**src/design/rwtz_pkg.sv**
```systemverilog
// Shared types, register codes and arithmetic helpers for the random walk trial scorer.
// Used by rwtz_accum, rwtz_score and random_walk_trial_zscore_core; no dependencies.
package rwtz_pkg;

    localparam int unsigned LenW    = 10;
    localparam int unsigned SumW    = 13;
    localparam int unsigned ScaleW  = 16;
    localparam int unsigned WalkW   = 14;
    localparam int unsigned ZW      = 16;
    localparam int unsigned WideW   = 16;
    localparam int unsigned ProdW   = 32;
    localparam int unsigned AddrW   = 4;
    localparam int unsigned DataW   = 32;

    localparam logic [LenW-1:0]   TrialLengthReset = LenW'(125);
    localparam logic [ScaleW-1:0] InvRootReset     = ScaleW'(2216);

    typedef enum logic [1:0] {
        REG_TRIAL_LENGTH = 2'd0,
        REG_AC_ENABLE    = 2'd1,
        REG_INV_ROOT     = 2'd2,
        REG_NONE         = 2'd3
    } reg_index_t;

    typedef struct packed {
        logic [SumW-1:0] bias_sum;
        logic [SumW-1:0] ac_sum;
        logic [LenW-1:0] len;
        logic            ac_en;
    } trial_t;

    function automatic logic [2:0] ones_low7(input logic [7:0] b);
        logic [2:0] n;
        n = 3'd0;
        for (int i = 0; i < 7; i++) begin
            n = n + {2'b00, b[i]};
        end
        return n;
    endfunction

    function automatic logic signed [WalkW-1:0] sat_walk(input logic signed [WideW-1:0] w);
        logic signed [WalkW-1:0] r;
        if (w > WideW'(8191)) begin
            r = WalkW'(8191);
        end else if (w < -WideW'(8192)) begin
            r = -WalkW'(8192);
        end else begin
            r = w[WalkW-1:0];
        end
        return r;
    endfunction

    function automatic logic signed [ZW-1:0] sat_z(input logic signed [ProdW-1:0] p);
        logic signed [ProdW-1:0] q;
        logic signed [ZW-1:0]    r;
        q = p >>> 8;
        if (q > ProdW'(32767)) begin
            r = ZW'(32767);
        end else if (q < -ProdW'(32768)) begin
            r = -ZW'(32768);
        end else begin
            r = q[ZW-1:0];
        end
        return r;
    endfunction

endpackage

```
**src/design/rwtz_accum.sv**
```systemverilog
// Per-stream ones and byte counters that close a trial when both streams are full.
// Depends on rwtz_pkg.
module rwtz_accum (
    input  logic                     aclk,
    input  logic                     aresetn,
    input  logic                     byte_accept,
    input  logic [7:0]               random_byte,
    input  logic [rwtz_pkg::LenW-1:0] trial_length,
    input  logic                     ac_enable,
    output logic                     trial_done,
    output rwtz_pkg::trial_t         trial
);
    import rwtz_pkg::*;

    logic [SumW-1:0] bias_sum_reg, bias_sum_next;
    logic [SumW-1:0] ac_sum_reg, ac_sum_next;
    logic [LenW-1:0] bias_cnt_reg, bias_cnt_next;
    logic [LenW-1:0] ac_cnt_reg, ac_cnt_next;
    logic [SumW-1:0] ones;
    logic [SumW-1:0] bias_sum_add;
    logic [SumW-1:0] ac_sum_add;
    logic [LenW-1:0] bias_cnt_add;
    logic [LenW-1:0] ac_cnt_add;
    logic            bias_full;
    logic            ac_full;
    logic            bias_full_after;
    logic            ac_full_after;

    assign ones      = SumW'(ones_low7(random_byte));
    assign bias_full = bias_cnt_reg >= trial_length;
    assign ac_full   = !ac_enable || (ac_cnt_reg >= trial_length);

    always_comb begin
        bias_sum_add = bias_sum_reg;
        bias_cnt_add = bias_cnt_reg;
        ac_sum_add   = ac_sum_reg;
        ac_cnt_add   = ac_cnt_reg;
        if (random_byte[7]) begin
            if (!bias_full) begin
                bias_sum_add = bias_sum_reg + ones;
                bias_cnt_add = bias_cnt_reg + LenW'(1);
            end
        end else if (!ac_full) begin
            ac_sum_add = ac_sum_reg + ones;
            ac_cnt_add = ac_cnt_reg + LenW'(1);
        end
    end

    assign bias_full_after = bias_cnt_add >= trial_length;
    assign ac_full_after   = !ac_enable || (ac_cnt_add >= trial_length);
    assign trial_done      = byte_accept && bias_full_after && ac_full_after;

    assign trial.bias_sum = bias_sum_add;
    assign trial.ac_sum   = ac_sum_add;
    assign trial.len      = trial_length;
    assign trial.ac_en    = ac_enable;

    always_comb begin
        bias_sum_next = bias_sum_reg;
        bias_cnt_next = bias_cnt_reg;
        ac_sum_next   = ac_sum_reg;
        ac_cnt_next   = ac_cnt_reg;
        if (trial_done) begin
            bias_sum_next = '0;
            bias_cnt_next = '0;
            ac_sum_next   = '0;
            ac_cnt_next   = '0;
        end else if (byte_accept) begin
            bias_sum_next = bias_sum_add;
            bias_cnt_next = bias_cnt_add;
            ac_sum_next   = ac_sum_add;
            ac_cnt_next   = ac_cnt_add;
        end
    end

    always_ff @(posedge aclk) begin
        if (!aresetn) begin
            bias_sum_reg <= '0;
            bias_cnt_reg <= '0;
            ac_sum_reg   <= '0;
            ac_cnt_reg   <= '0;
        end else begin
            bias_sum_reg <= bias_sum_next;
            bias_cnt_reg <= bias_cnt_next;
            ac_sum_reg   <= ac_sum_next;
            ac_cnt_reg   <= ac_cnt_next;
        end
    end

endmodule

```
**src/design/rwtz_score.sv**
```systemverilog
// Three-stage pipeline that turns a closed trial into walks and saturated Q8.8 z-scores.
// Depends on rwtz_pkg.
module rwtz_score (
    input  logic                              aclk,
    input  logic                              aresetn,
    input  logic                              in_valid,
    output logic                              in_ready,
    input  rwtz_pkg::trial_t                  trial,
    input  logic [rwtz_pkg::ScaleW-1:0]       scale,
    output logic                              out_valid,
    input  logic                              out_ready,
    output logic signed [rwtz_pkg::WalkW-1:0] bias_walk,
    output logic signed [rwtz_pkg::ZW-1:0]    bias_z,
    output logic signed [rwtz_pkg::WalkW-1:0] ac_walk,
    output logic signed [rwtz_pkg::ZW-1:0]    ac_z
);
    import rwtz_pkg::*;

    logic                     p1_valid_reg;
    trial_t                   p1_trial_reg;
    logic                     p2_valid_reg;
    logic signed [WideW-1:0]  p2_bias_walk_reg;
    logic signed [WideW-1:0]  p2_ac_walk_reg;
    logic signed [ProdW-1:0]  p2_bias_prod_reg;
    logic signed [ProdW-1:0]  p2_ac_prod_reg;
    logic                     out_valid_reg;
    logic signed [WalkW-1:0]  bias_walk_reg;
    logic signed [ZW-1:0]     bias_z_reg;
    logic signed [WalkW-1:0]  ac_walk_reg;
    logic signed [ZW-1:0]     ac_z_reg;

    logic                     out_adv;
    logic                     p2_adv;
    logic                     p1_adv;
    logic [SumW-1:0]          len7;
    logic signed [WideW-1:0]  bias_walk_c;
    logic signed [WideW-1:0]  ac_walk_c;
    logic signed [ProdW-1:0]  bias_prod_c;
    logic signed [ProdW-1:0]  ac_prod_c;
    logic signed [ScaleW:0]   scale_s;

    assign out_adv  = !out_valid_reg || out_ready;
    assign p2_adv   = !p2_valid_reg || out_adv;
    assign p1_adv   = !p1_valid_reg || p2_adv;
    assign in_ready = p1_adv;

    assign len7    = (SumW'(p1_trial_reg.len) << 3) - SumW'(p1_trial_reg.len);
    assign scale_s = $signed({1'b0, scale});

    always_comb begin
        bias_walk_c = $signed({2'b00, p1_trial_reg.bias_sum, 1'b0}) - $signed({3'b000, len7});
        if (p1_trial_reg.ac_en) begin
            ac_walk_c = $signed({2'b00, p1_trial_reg.ac_sum, 1'b0}) - $signed({3'b000, len7});
        end else begin
            ac_walk_c = '0;
        end
        bias_prod_c = ProdW'(bias_walk_c) * ProdW'(scale_s);
        ac_prod_c   = ProdW'(ac_walk_c) * ProdW'(scale_s);
    end

    always_ff @(posedge aclk) begin
        if (!aresetn) begin
            p1_valid_reg  <= 1'b0;
            p2_valid_reg  <= 1'b0;
            out_valid_reg <= 1'b0;
        end else begin
            if (p1_adv) begin
                p1_valid_reg <= in_valid;
            end
            if (p2_adv) begin
                p2_valid_reg <= p1_valid_reg;
            end
            if (out_adv) begin
                out_valid_reg <= p2_valid_reg;
            end
        end
    end

    always_ff @(posedge aclk) begin
        if (p1_adv) begin
            p1_trial_reg <= trial;
        end
        if (p2_adv) begin
            p2_bias_walk_reg <= bias_walk_c;
            p2_ac_walk_reg   <= ac_walk_c;
            p2_bias_prod_reg <= bias_prod_c;
            p2_ac_prod_reg   <= ac_prod_c;
        end
        if (out_adv) begin
            bias_walk_reg <= sat_walk(p2_bias_walk_reg);
            bias_z_reg    <= sat_z(p2_bias_prod_reg);
            ac_walk_reg   <= sat_walk(p2_ac_walk_reg);
            ac_z_reg      <= sat_z(p2_ac_prod_reg);
        end
    end

    assign out_valid = out_valid_reg;
    assign bias_walk = bias_walk_reg;
    assign bias_z    = bias_z_reg;
    assign ac_walk   = ac_walk_reg;
    assign ac_z      = ac_z_reg;

endmodule

```
**src/design/random_walk_trial_zscore_core.sv**
```systemverilog
// Top level of the random walk trial scorer: APB register file, counters and scoring pipeline.
// Depends on rwtz_pkg, rwtz_accum and rwtz_score.

// The core takes one random byte per clock cycle while s_ready is high. Bytes with bit 7 set
// feed the bias stream, the rest feed the ac stream, and each stream counts the ones in the
// low seven bits until it holds trial_length bytes. The byte that closes a trial produces
// one result transaction, carrying both walks and their Q8.8 z-scores; the counters clear
// with that byte, so the next byte already starts a new trial. The rate is set by the single
// counter update per byte and by the three-register scoring pipeline, which holds up to
// three results and only stalls the input when all of them wait on m_ready. Registers are
// written through the APB port at offsets 0x0 (trial_length), 0x4 (ac_enable) and 0x8
// (inverse_root_scale) and should be changed only while no transaction is in flight.
module random_walk_trial_zscore_core (
    input  logic                              aclk,
    input  logic                              aresetn,
    input  logic                              psel,
    input  logic                              penable,
    input  logic                              pwrite,
    input  logic [rwtz_pkg::AddrW-1:0]        paddr,
    input  logic [rwtz_pkg::DataW-1:0]        pwdata,
    output logic [rwtz_pkg::DataW-1:0]        prdata,
    output logic                              pready,
    input  logic                              s_valid,
    output logic                              s_ready,
    input  logic [7:0]                        s_random_byte,
    output logic                              m_valid,
    input  logic                              m_ready,
    output logic signed [rwtz_pkg::WalkW-1:0] m_bias_walk,
    output logic signed [rwtz_pkg::ZW-1:0]    m_bias_z,
    output logic signed [rwtz_pkg::WalkW-1:0] m_ac_walk,
    output logic signed [rwtz_pkg::ZW-1:0]    m_ac_z
);
    import rwtz_pkg::*;

    logic [LenW-1:0]   trial_length_reg;
    logic              ac_enable_reg;
    logic [ScaleW-1:0] inv_root_reg;
    reg_index_t        reg_sel;
    logic              reg_write;
    logic              byte_accept;
    logic              trial_done;
    trial_t            trial;

    assign pready    = 1'b1;
    assign reg_sel   = reg_index_t'(paddr[3:2]);
    assign reg_write = psel && penable && pwrite;

    always_ff @(posedge aclk) begin
        if (!aresetn) begin
            trial_length_reg <= TrialLengthReset;
            ac_enable_reg    <= 1'b0;
            inv_root_reg     <= InvRootReset;
        end else if (reg_write) begin
            unique case (reg_sel)
                REG_TRIAL_LENGTH: trial_length_reg <= pwdata[LenW-1:0];
                REG_AC_ENABLE:    ac_enable_reg    <= pwdata[0];
                REG_INV_ROOT:     inv_root_reg     <= pwdata[ScaleW-1:0];
                default: ;
            endcase
        end
    end

    always_comb begin
        unique case (reg_sel)
            REG_TRIAL_LENGTH: prdata = DataW'(trial_length_reg);
            REG_AC_ENABLE:    prdata = DataW'(ac_enable_reg);
            REG_INV_ROOT:     prdata = DataW'(inv_root_reg);
            default:          prdata = '0;
        endcase
    end

    assign byte_accept = s_valid && s_ready;

    rwtz_accum u_accum (
        .aclk         (aclk),
        .aresetn      (aresetn),
        .byte_accept  (byte_accept),
        .random_byte  (s_random_byte),
        .trial_length (trial_length_reg),
        .ac_enable    (ac_enable_reg),
        .trial_done   (trial_done),
        .trial        (trial)
    );

    rwtz_score u_score (
        .aclk      (aclk),
        .aresetn   (aresetn),
        .in_valid  (trial_done),
        .in_ready  (s_ready),
        .trial     (trial),
        .scale     (inv_root_reg),
        .out_valid (m_valid),
        .out_ready (m_ready),
        .bias_walk (m_bias_walk),
        .bias_z    (m_bias_z),
        .ac_walk   (m_ac_walk),
        .ac_z      (m_ac_z)
    );

endmodule

```
**config.mk**
```make
export PLATFORM = sky130hd
export DESIGN_NAME = random_walk_trial_zscore_core
export DESIGN_NICKNAME = d
export VERILOG_FILES = /design/src/design/rwtz_pkg.sv /design/src/design/rwtz_accum.sv /design/src/design/rwtz_score.sv /design/src/design/random_walk_trial_zscore_core.sv
export SDC_FILE = /design/constraint.sdc
export NUM_CORES = 2
export LEC_CHECK = 0
export ABC_AREA = 1
export BUFFER_PORTS_ARGS = -buffer_cell sky130_fd_sc_hd__buf_2
export CORE_MARGIN = 2
export CORE_UTILIZATION = 25
export DETAILED_ROUTE_END_ITERATION = 8
export PLACE_DENSITY_LB_ADDON = 0.1
export SLEW_MARGIN = 0
export SYNTH_ARGS = -nofsm -noshare
export SYNTH_HDL_FRONTEND = slang
export SYNTH_SLANG_ARGS = --single-unit
```
**constraint.sdc**
```tcl
create_clock -name aclk -period 10.24 [get_ports aclk]
set_clock_uncertainty 0.2 [all_clocks]
set_input_delay 2.048 -clock aclk [delete_from_list [all_inputs] [get_ports aclk]]
set_output_delay 2.048 -clock aclk [all_outputs]
set_load 0.03 [all_outputs]
```
Word-level counts from Yosys, hierarchy flattened
Index checks and enable logic that the tools add are counted.

word-level totals
  register bits = 268
  latch bits = 0
  bits in writable memories = 0
  bits in read-only memories = 0
  input port bits = 51
  output and inout port bits = 95
  memories = 0

cells by class
  add/subtract/negate cells = 13
  $mul = 2
  divide/modulo/power cells = 0
  magnitude comparators = 12
  eq/ne operators = 2
  shift-type cells = 0
  multiplexer cells = 14
  bitwise gates (word level) = 1
  reduce and logical (&&, ||, !) cells = 19

operators by type and width
  kind                   number
  $mux 13                4
  $gt 24x16->1 const B   2
  $lt 24x16->1 const B   2
  $mux 16                3
  $pmux 16 s3            1
  $ge 10x10->1           4
  $mux 10                4
  $mul 15x17->32         1
  $mul 16x17->32         1
  $sub 14x13->15         2
  $mux 14                2
  $add 13x3->13          2
  $add 10x1->10 const B  2
  $gt 16x14->1 const B   1
  $lt 16x14->1 const B   1
  $add 3x1->3            5
  $gt 15x14->1 const B   1
  $lt 15x14->1 const B   1
  $sub 13x10->13         1
  $reduce_and 2->1       3
  $logic_and 1x1->1      5
  $logic_or 1x1->1       5
  $logic_not 1->1        4
  $add 1x1->2            1
  5 further kinds        5

Logic depth before layout (Yosys ltp)
  word-level depth = 9
  gate-level depth with buffers = 45

Cells and area by module
From an unflattened synthesis, not the netlist that was laid out.

second synthesis, totals
  cells, all modules = 3704
  area total of the unflattened synthesis = 30315.3 sq um

by module, submodules not included
  module                         instances  cells each  area each (sq um)
  rwtz_score                     1          2797        24581.1
  rwtz_accum                     1          699         4320.4
  random_walk_trial_zscore_core  1          208         1413.9

Worst setup path after synthesis
No wires, ideal clock.

  kind = reg-to-reg
  start point = reg u_score.p1_trial_reg[3] (netlist bit)
  end point = reg u_score.p2_bias_prod_reg[25] (data pin)
  arrival time = 7.448 ns
  required time = 9.782 ns
  setup slack = 2.333 ns
  stages on the path, launching flop included = 38
  period minus slack after synthesis = 7.907 ns
  cell sequence = edfxtp_1 -> ha_1 -> nand2_2 -> clkinv_1 -> nand3_1 -> nand2_2 -> nand3_1 -> nand2_1 -> xnor2_1 -> ha_1 -> inv_1 -> nor4_1 -> nand3_1 -> nand3_1 -> nand3_1 -> nand2_1 -> nand4_1 -> nand2_1 -> [2 not listed] -> nor2_1 -> fa_1 -> inv_1 -> fa_1 -> fa_1 -> fa_1 -> inv_1 -> fa_1 -> inv_1 -> fa_1 -> inv_1 -> ha_1 -> nand2_1 -> nor4_1 -> nand3_1 -> nand3_1 -> a21oi_1 -> xnor2_1

on the way
  cells in the longest elaborated chain, start to end = 3

RTL lines
  item                               RTL line          text
  start, declared                    rwtz_score.sv:20  trial_t p1_trial_reg;
  start signal, assigned             rwtz_score.sv:81  p1_trial_reg <= trial;
  $sub 13x10->13                     rwtz_score.sv:47  assign len7 = (SumW'(p1_trial_reg.len) << 3) - SumW'(p1_trial_reg.len);
  $sub 14x13->15                     rwtz_score.sv:51  bias_walk_c = $signed({2'b00, p1_trial_reg.bias_sum, 1'b0}) - $signed({3'b000, len7});
  $mul 15x17->32                     rwtz_score.sv:57  bias_prod_c = ProdW'(bias_walk_c) * ProdW'(scale_s);
  named net u_score.bias_prod_c[25]  rwtz_score.sv:38  logic signed [ProdW-1:0] bias_prod_c;
  end signal, assigned               rwtz_score.sv:86  p2_bias_prod_reg <= bias_prod_c;
  end, declared                      rwtz_score.sv:24  logic signed [ProdW-1:0] p2_bias_prod_reg;

The timed path passes the listed nets, and every way through them passes these cells.
A chain may end at the register's enable or synchronous reset.

Worst setup path after layout
  start point = reg u_score.p1_trial_reg[1] (netlist bit)
  end point = reg u_score.p2_bias_prod_reg[23] (data pin)

on the way
  cells in the longest elaborated chain, start to end = 3

RTL lines
  item                               RTL line          text
  $sub 13x10->13                     rwtz_score.sv:47
  $sub 14x13->15                     rwtz_score.sv:51
  named net u_score.bias_walk_c[11]  rwtz_score.sv:36  logic signed [WideW-1:0] bias_walk_c;
  $mul 15x17->32                     rwtz_score.sv:57
  named net u_score.bias_prod_c[23]  rwtz_score.sv:38

The timed path passes the listed nets, and every way through them passes these cells.

==> out/results.tsv <==
metric	value	unit
Critical Path Fanout Max	21	
Nets	4426	
CP most frequent cell	fa_1	
top_reg_cell synth	edfxtp_1	
switching power total	3.27	mW
status	complete, no violations	
FF+latch count, synth	251	
Mapped Area	0.0302	mm^2
Fin. Hold Viols	0	
DIE AREA	0.123	mm^2
H-tree levels	2	
Post-Route WL	100	mm
combinational share of power	0.598	
setup repair bufs after CTS	0	
port buffer count	110	
GRT Overall Usage	0.167	
Fin Setup TNS	0	ps
vias in the first global route	24200	
Slew Limit Fails	0	
Placed Cells	5266	
DR vias/cell	4.40	
syn avg cell area	8.35	um^2
Post-synth ARST share	0	
Inserted Clock Buffers	37	
drc violations	0	
critical path class	flip-flop to flip-flop	
max_cap viols	0	
vias	23500	
slowest stage cell, crit path	fa_1	
leading area contributor after synthesis	fa_1	
grt ovf	0	
routing usage on met1	0.242	
fmax	107	MHz
Die Y-Extent	351	um
Worst Setup End Kind	flip-flop	
Clock power frac	0.186	
M2 GR Usage	0.262	
Critical Path AT	9500	ps
Synth Warn #	0	
P_int	3.50	mW
Clock Sinks	251	
largest net degree at the start of global routing	52	
FF-to-FF setup slack	880	ps
Clock transition at path regs	60	ps
number of synthesized flops with an enable pin	175	
Clock Tree Buf Depth	3	
drt wl/cell	18.8	um
Detailed Routing Iterations Pass 1	5	
clk root buf	clkbuf_16	
share of cells above drive strength 1	0.0849	
CP Data Required Time	10390	ps
routability cong.	0.818	
final setup fails	0	
busiest grt layer	met2	
CTS tree	built	
leakage power	17.1	nW
leading cell type by number of instances after synthesis	inv_1	
post-CTS sizing	0	
Largest register FFs	37	
Worst-Skew Late Latency	600	ps
register area share after synthesis	0.225	
HP Class	flip-flop to flip-flop	
Syn-to-layout area delta	11.8	%
Post-synth top cells	inv_1 (744), nand2_1 (743), fa_1 (378)	
Max IR drop VDD	271	uV
Pwr Density	201	mW/mm^2
RSZ-0062 raised after global routing	false	
Tmin final	9360	ps
first-pass GRT wire length	154	mm
Cell Rows	127	
Worst Max-Slew Pin Slew	1000	ps
Slew HR	0.330	
First DRT Iteration DRCs	1244	
crit start category	flip-flop	
Critical Path Max Stage Delay	590	ps
top cell type's share of synthesized area	0.251	
Mapped Cells	3612	
Sw Ratio	0.483	
DPL Wire Length	78.3	mm
sequential power share	0.216	
final instance count without filler cells	5333	
met3 Use GR	0.0214	
initial antenna violation count	0	
die width	351	um
CTS hold repair buffers	0	
Yosys cell types	63	
post-route clock period utilization	0.914	
Synth area leaders	fa_1 (25%), edfxtp_1 (17%), ha_1 (13%)	
num ports	146	
remaining antenna violation count	0	
initial core utilization	0.252	
CORE AREA	0.120	mm^2
## critical path: cells and delay by family, from the launching register on
family | cells | cell delay (ps)
adder cells (fa/ha/maj) | 8 | 3920
buffers and inverters | 6 | 890
AO/OA/AOI/OAI | 6 | 1170
XOR/XNOR | 2 | 270
AND/OR/NAND/NOR | 13 | 2150
flip-flops | 1 | 490
## per-stage QoR
step / cell area, um^2 / setup slack, ps / hold slack (ps) / utilization / total power [mW]
final: 33700 / 883 / 228 / 0.282 / 6.77
after global routing: 33700 / 219 / 232 / 0.282 / 7.42
after CTS: 33700 / 760 / 227 / 0.282 / 6.91
after detailed placement: 32600 / 784 / 215 / 0.272 / 5.57
after global placement: 32600 / 800 / 213 / 0.272 / 5.61
after floorplan: 30200 / 2330 / 208 / - / 4.26
## power groups by stage
| stage | sequential [mW] | combinational, mW | clock, mW |
|---|---|---|---|
| final | 1.47 | 4.05 | 1.26 |
| after global routing | 1.48 | 4.59 | 1.35 |
| after CTS | 1.47 | 4.12 | 1.32 |
| after detailed placement | 1.49 | 4.08 | 0 |
| after global placement | 1.49 | 4.12 | 0 |
| after floorplan | 1.59 | 2.67 | 0 |
## logic make-up after synthesis
group | after synthesis | share of synthesized area
buffers and inverters | 897 | 0.116
adders and majority gates | 682 | 0.377
AOI/OAI and AO/OA | 393 | 0.0729
and+or+nand+nor | 1301 | 0.184
other | 2 | 0.000249
DFF | 251 | 0.225
xor gates and xnor gates | 86 | 0.0250
## metal layers
metal,part of all wire,vias up
met3,0.038,77
met4,0.019,0
met1,0.50,11600
met2,0.44,401
met5,0,-
li1,-,11400
## path summary, 6_finish.rpt
path / cells past startpoint / start / to
hold / removal: 0 / trial_length_reg[6] / u_score.p1_trial_reg[7]
hold reg to reg: 0 / trial_length_reg[6] / u_score.p1_trial_reg[7]
setup reg to reg: 35 / u_score.p1_trial_reg[1] / u_score.p2_bias_prod_reg[23]
setup / recovery: 35 / u_score.p1_trial_reg[1] / u_score.p2_bias_prod_reg[23]
## layout by cell type (no fill, tap or decap), types with 13 or more instances in the layout
cell | synthesis | routed
inv_1 | 744 | 742
nand2_1 | 743 | 741
fa_1 | 378 | 378
ha_1 | 304 | 304
nor2_1 | 258 | 257
a21oi_1 | 188 | 188
edfxtp_1 | 175 | 175
nand3_1 | 140 | 140
o21ai_0 | 116 | 116
buf_2 | 11 | 110
dfxtp_1 | 76 | 74
xor2_1 | 62 | 62
buf_4 | 21 | 48
clkbuf_16 | 0 | 39
nand2_2 | 36 | 37
nand4_1 | 31 | 31
nor3_1 | 28 | 28
xnor2_1 | 24 | 24
conb_1 | 2 | 17
o211ai_1 | 14 | 14
o21a_1 | 14 | 14
nor4_1 | 13 | 13
## cell type report
type / count / area, um^2
Antenna cell: 1 / 2.50
Clock inverter: 15 / 136
Inverter: 766 / 2880
Sequential cell: 251 / 6780
Timing Repair Buffer: 158 / 911
Fill cell: 13100 / 86100
Multi-Input combinational cell: 2479 / 20000
Clock buffer: 51 / 1040
Tap cell: 1612 / 2020
Power figures use the tool's default switching activity.
